File: src/hdl/rgbconv_pkg.sv
// Shared types and constants for the RGB 3x3 convolution block.
// No dependencies.
package rgbconv_pkg;

    localparam int MAX_WIDTH   = 4096;
    localparam int COEF_BITS   = 16;
    localparam int KREG_BITS   = 3 * COEF_BITS;
    localparam int COL_BITS    = $clog2(MAX_WIDTH);
    localparam int ROW_BITS    = 16;
    localparam int WIDTH_BITS  = 13;
    localparam int PIX_BITS    = 24;
    // 9 products of 8-bit unsigned by COEF_BITS signed, plus sign and growth
    localparam int ACC_BITS    = COEF_BITS + 8 + 1 + 4;
    localparam int DIV_BITS    = 16;
    localparam int CFG_IDX_BITS = 3;

    typedef enum logic [CFG_IDX_BITS-1:0] {
        REG_KROW_TOP    = 3'd0,
        REG_KROW_MID    = 3'd1,
        REG_KROW_BOTTOM = 3'd2,
        REG_DIVISOR     = 3'd3,
        REG_FRAME_WIDTH = 3'd4,
        REG_FRAME_HEIGHT = 3'd5
    } cfg_index_t;

    typedef enum logic [2:0] {
        ST_IDLE,
        ST_READ,
        ST_MAC,
        ST_DIV,
        ST_OUT
    } state_t;

    typedef struct packed {
        logic [7:0] red_in;
        logic [7:0] green_in;
        logic [7:0] blue_in;
    } pixel_in_t;

    typedef struct packed {
        logic [7:0]          red_out;
        logic [7:0]          green_out;
        logic [7:0]          blue_out;
        logic [COL_BITS-1:0] out_column;
        logic [ROW_BITS-1:0] out_row;
        logic                last_of_run;
        logic                frame_done;
    } result_t;

    // control from sequencer to the divider
    typedef struct packed {
        logic start;
        logic [DIV_BITS-1:0] divisor;
    } div_ctrl_t;

endpackage

File: src/hdl/rgbconv_div.sv
// Bit-serial signed divider, truncating toward zero, saturating to 0..255.
// Depends on rgbconv_pkg.
module rgbconv_div (
    input  logic                                   aclk,
    input  logic                                   aresetn,
    input  rgbconv_pkg::div_ctrl_t                 ctrl,
    input  logic signed [rgbconv_pkg::ACC_BITS-1:0] dividend,
    output logic                                   done,
    output logic [7:0]                             quotient
);
    localparam int AB = rgbconv_pkg::ACC_BITS;
    localparam int DB = rgbconv_pkg::DIV_BITS;
    localparam int CB = $clog2(AB + 1);

    logic [AB-1:0] num_reg, num_next;
    logic [AB-1:0] rem_reg, rem_next;
    logic [DB-1:0] den_reg, den_next;
    logic          neg_reg, neg_next;
    logic          busy_reg, busy_next;
    logic          done_reg, done_next;
    logic [CB-1:0] cnt_reg, cnt_next;
    logic [AB:0]   trial;
    logic [AB-1:0] shifted;

    always_comb begin
        num_next  = num_reg;
        rem_next  = rem_reg;
        den_next  = den_reg;
        neg_next  = neg_reg;
        busy_next = busy_reg;
        cnt_next  = cnt_reg;
        done_next = 1'b0;
        shifted   = {rem_reg[AB-2:0], num_reg[AB-1]};
        trial     = {1'b0, shifted} - {{(AB + 1 - DB){1'b0}}, den_reg};
        if (ctrl.start) begin
            num_next  = dividend[AB-1] ? AB'(-dividend) : AB'(dividend);
            neg_next  = dividend[AB-1];
            den_next  = (ctrl.divisor == '0) ? DB'(1) : ctrl.divisor;
            rem_next  = '0;
            cnt_next  = CB'(AB);
            busy_next = 1'b1;
        end else if (busy_reg) begin
            if (!trial[AB]) begin
                rem_next = trial[AB-1:0];
            end else begin
                rem_next = shifted;
            end
            num_next = {num_reg[AB-2:0], ~trial[AB]};
            cnt_next = cnt_reg - CB'(1);
            if (cnt_reg == CB'(1)) begin
                busy_next = 1'b0;
                done_next = 1'b1;
            end
        end
    end

    always_ff @(posedge aclk) begin
        if (!aresetn) begin
            busy_reg <= 1'b0;
            done_reg <= 1'b0;
            cnt_reg  <= '0;
        end else begin
            busy_reg <= busy_next;
            done_reg <= done_next;
            cnt_reg  <= cnt_next;
        end
        num_reg <= num_next;
        rem_reg <= rem_next;
        den_reg <= den_next;
        neg_reg <= neg_next;
    end

    assign done     = done_reg;
    assign quotient = (neg_reg || num_reg == '0) ? 8'd0 :
                      (num_reg > AB'(255)) ? 8'd255 : num_reg[7:0];

endmodule

File: config.mk
export PLATFORM = sky130hd
export DESIGN_NAME = rgbconv_div
export DESIGN_NICKNAME = d
export VERILOG_FILES = /design/src/hdl/rgbconv_pkg.sv /design/src/hdl/rgbconv_div.sv
export SDC_FILE = /design/constraint.sdc
export NUM_CORES = 1
export LEC_CHECK = 0
export ABC_AREA = 0
export ABC_CLOCK_PERIOD_IN_PS = 5400
export BUFFER_PORTS_ARGS = -buffer_cell sky130_fd_sc_hd__buf_4
export CORE_AREA = 2 2 112 141
export CTS_BUF_LIST = sky130_fd_sc_hd__clkbuf_8
export CTS_CLUSTER_SIZE = 30
export DETAILED_ROUTE_END_ITERATION = 12
export DIE_AREA = 0 0 114 143
export HOLD_SLACK_MARGIN = 0.12
export PLACE_DENSITY_LB_ADDON = 0.15
export SYNTH_ARGS = -nofsm -noshare
export SYNTH_HDL_FRONTEND = slang
export SYNTH_SLANG_ARGS = --single-unit
File: constraint.sdc
create_clock -name aclk -period 5.4 [get_ports aclk]
set_input_delay 0.54 -clock aclk [delete_from_list [all_inputs] [get_ports aclk]]
set_output_delay 0.54 -clock aclk [all_outputs]
set_load 0.01 [all_outputs]
Yosys cells after proc, flatten, opt, wreduce, memory -nomap -nowiden
Index checks and enable logic that the tools add are counted.
Storage, ports and cells
  flip-flop bits (word level): 81
  latch bits: 0
  memory bits (writable): 0
  ROM bits: 0
  output and inout bits: 9
  logic and storage cells: 34
  memories: 0
Operators by class
  add/sub/neg operators: 3
  $mul: 0
  div/mod/pow operators: 0
  order comparisons: 1
  equal/unequal tests: 1
  shift operators: 0
  multiplexer cells: 12
  bitwise gates (word level): 3
  reductions and logical operators: 6
Operators by type and width (number)
  $mux 29: 3
  $sub 29x16->30: 1
  $gt 29x8->1 const B: 1
  $logic_not 29->1: 1
  $neg 29->29: 1
  $mux 28: 1
  $logic_not 16->1: 1
  $mux 8: 2
  $mux 5: 2
  $eq 5x1->1 const B: 1
  $sub 5x1->5 const B: 1
  $mux 1: 4
  $not 1->1: 3
  $reduce_or 3->1: 1
  $reduce_bool 2->1: 1
  $reduce_or 2->1: 1
  $logic_or 1x1->1: 1

Longest topological paths before layout
  depth after elaboration: 4
  gate-level depth with buffers: 12

Worst setup path before layout
Ideal clock, no wire load.
  path type: input to register
  start point: input dividend[0] (netlist name)
  end point: register num_reg[26] (data pin)
  arrival: 2.411 ns
  data required time: 5.130 ns
  setup slack: 2.718 ns
  cell stages on the path: 9
  buffers on the path: 0
  cells stage by stage: inv_1 -> ha_1 -> nor3b_1 -> nand4_1 -> or2_2 -> or3b_1 -> o31ai_2 -> xor2_1 -> a21oi_1
Between the ends
  word-level cells in the longest chain between the ends: 3
RTL lines
  start: declaration: RTL line rgbconv_div.sv:7  | input logic signed [rgbconv_pkg::ACC_BITS-1:0] dividend,
  $neg 29->29: RTL line rgbconv_div.sv:36  | num_next = dividend[AB-1] ? AB'(-dividend) : AB'(dividend);
  $mux 29: RTL line rgbconv_div.sv:36
  $mux 29: RTL line rgbconv_div.sv:35  | if (ctrl.start) begin
  via num_next[26]: RTL line rgbconv_div.sv:15  | logic [AB-1:0] num_reg, num_next;
  end signal: assignment: RTL line rgbconv_div.sv:67  | num_reg <= num_next;
  end: declaration: RTL line rgbconv_div.sv:15
The timed path passes the listed nets, and every way through them passes these cells.
A chain may end at the register's enable or synchronous reset.

Worst setup path after layout
  start point: register num_reg[28]
  end point: register rem_reg[26]
Between the ends
  word-level cells in the longest chain between the ends: 2
RTL lines
  $sub 29x16->30: RTL line rgbconv_div.sv:34  | trial = {1'b0, shifted} - {{(AB + 1 - DB){1'b0}}, den_reg};
  $mux 28: RTL line rgbconv_div.sv:43  | if (!trial[AB]) begin
  end signal: assignment: RTL line rgbconv_div.sv:68  | rem_reg <= rem_next;
  end: declaration: RTL line rgbconv_div.sv:16  | logic [AB-1:0] rem_reg, rem_next;
Every way passes these cells.

==> metrics <==
status complete, no violations; Synth Register Bits approximately 80; hpwl dp around 9.1 mm; die footprint 16300 um^2; count leader, synth nor2_1; synthesized instance count just under 600; CP Max Fanout 10; Setup CP Type flip-flop to flip-flop; max reg flops 29; clock share of power a little over a quarter; Initial Util between 30% and 40%; clk slew on worst S/H paths 0.09 ns; leading area contributor after synthesis edfxtp_1; Internal 1150 uW; Worst VDD drop between 0.15 and 0.2 mV; RSZ-0062 raised after global routing false; antenna violations before repair 0; critical path's slowest cell o2111ai_2; CTS tree built; H-tree depth 3; footprint of the multi-input gates 2793 um^2; Synth Flop Type edfxtp_1; crit-path cells inv_1 -> ha_1 -> fa_1 -> nor2b_1 -> o2111ai_1 -> a311oi_1 -> o211ai_2 -> o2111ai_2 -> nor4_1 -> a2111oi_1; total grt overflow 0; Post-route DRC 0; Psw between 500 and 600 uW; Gate power share 28.2%; Pwr Total between 1500 and 2000 uW; Detail Route Antenna Nets 0; post-synth cell types 69; CP top delay family compound AO/OA/AOI/OAI gates; Post-synth EDFFs between 40 and 50; pin count of the biggest net entering global routing 57; Final setup viols 0; Seq pwr share ~45%; slew margin rel. around a quarter; Max Fclk approximately 330 MHz; vias per cell ~5.3; Initial DRC Count around 150; Core Box Area about 15000 um^2; Clock Sink Count 81; Root Buffer clkbuf_8; Tcrit/Tclk final a little under three fifths; port bufs 56; Die Y roughly 140 um; fillers 1567; share of the synthesized area in the top cell type a little over a quarter; all-layer global routing usage between 10% and 20%; sw frac 33.22%; synthesized cell area just over 5000 um^2; final max-slew violation count 0; kind of end point of the critical path flip-flop; Cell Rows 50; sequential fraction of the synthesis area 40.25%; worst path arrival time around 3.3 ns; Final Critical Period about 3 ns; CTS Hold Bufs 0; diode count 0; postcts setup bufs 0; PwrDens slightly below 300 nW/um^2; Critical Path RT approximately 5.7 ns; YS warnings 0; final WL between 10 and 15 mm; setup_tns 0 ns; vias 4234; final hold violation count 0; register area ~2100 um^2; cts bufs inserted 9; fraction of registers with async set/reset 0%; Routed wire per std cell 15.57 um; IO Pins 57; Area Growth Syn to Fin 13.52%; vias in the first global route approximately 4.3k; Synth top cells by count nor2_1 (67), nand2_1 (55), edfxtp_1 (46); Syn Area/Cell ~8.9 um^2; layout cell share with drive strength beyond 1 17.32%; Worst Path Buf+Inv 1; final RePlAce weighted congestion approximately 0.85; type of the most critical hold path input pin to flip-flop; leakage power approximately 0.0023 uW; Final Net Count ~680; syn nets 646; Resized cells post-CTS 0; Die W roughly 110 um; first-pass GRT wire length 21.21 mm; maxcap violations 0; worst slew pin tran about 1.1 ns; Startpoint Class flip-flop; CP max stage delay roughly 0.47 ns; Clock Skew ~0.014 ns; Detailed Routing Iterations Pass 1 4; Synth area leaders edfxtp_1 (27%), dfxtp_1 (14%), nor2_1 (4.9%), ha_1 (4.6%), xor2_1 (4.6%); clock buffer depth 2; Skew-Pair Late Insertion Delay 0.36 ns
## layout make-up
type	count	share of cell area, %
sequential	81	35.46
tap	182	3.878
clock buffer	9	2.110
multi-input combinational	421	47.56
timing repair buffer	59	7.543
clock inverter	7	1.215
inverter	35	2.237
## kinds of logic (layout without fill, tap and decap cells)
family / Yosys count / after routing / synth area share (%)
buffers and inverters: 76 / 110 / 5.757
xor gates and xnor gates: 44 / 44 / 7.450
DFF: 81 / 81 / 40.25
adders and majority gates: 20 / 20 / 4.983
and+or+nand+nor: 213 / 213 / 20.42
AOI/OAI and AO/OA: 133 / 133 / 18.77
muxes: 11 / 11 / 2.371
## path summary, 6_finish.rpt
path / startpoint / end / slack (ns) / cells after the start
setup / recovery: num_reg[28]$_DFFE_PP_ / rem_reg[26]$_SDFFE_PP0P_ / 2.36 / 10
hold / removal: ctrl[14] / den_reg[14]$_SDFFCE_PN0P_ / 0.36 / 1
setup reg to reg: num_reg[28]$_DFFE_PP_ / rem_reg[26]$_SDFFE_PP0P_ / 2.36 / 10
hold reg to reg: rem_reg[27]$_SDFFE_PP0P_ / rem_reg[27]$_SDFFE_PP0P_ / 0.50 / 2
## cell usage in the layout (no fill, tap or decap), types with 9 or more instances in the layout
cell type / instances
xnor2_1: 17
mux2_2: 10
inv_1: 36
nor3_1: 14
nor4_1: 11
nand2_1: 55
dfxtp_1: 35
ha_1: 19
nor2_1: 67
o21ai_0: 20
or4_1: 10
o31ai_1: 9
edfxtp_1: 46
buf_4: 59
clkbuf_8: 9
a21oi_1: 36
a311oi_1: 17
nand3_1: 12
xor2_1: 27
## routing by layer
layer | global-route usage [%] | routed length, um
met1 | 19.85 | 5610
met2 | 27.98 | 6066
met3 | 2.929 | 378
met4 | 6.098 | 306
met5 | 0 | 0
## power by group through the flow
stage                     combinational [uW]  sequential (uW)  clock [uW]
after floorplan                          369              774           0
after global placement                   482              792           0
after detailed placement                 488              794           0
after CTS                                491              780         471
after global routing                     550              790         492
final                                    486              780         456
## worst register-to-register path, cell delays in order, from the launching register on
cell and delay [ns]:
edfxtp_1 0.40, inv_1 0.06, ha_1 0.22, fa_1 0.41, nor2b_1 0.18, o2111ai_1 0.15
a311oi_1 0.42, o211ai_2 0.19, o2111ai_2 0.47, nor4_1 0.10, a2111oi_1 0.34
## stage by stage
step / hold WS (ns) / util (%) / std cells / area (um^2) / worst slack [ns]
floorplan: 0.4609 / - / 578 / 5172 / 2.718
global placement: 0.4737 / 38.13 / 778 / 5677 / 2.318
detailed placement: 0.4909 / 38.13 / 778 / 5677 / 2.232
CTS: 0.3416 / 39.44 / 794 / 5872 / 2.401
global route: 0.3333 / 39.44 / 794 / 5872 / 2.055
finish: 0.3566 / 39.44 / 794 / 5872 / 2.363
Power figures use the tool's default switching activity.
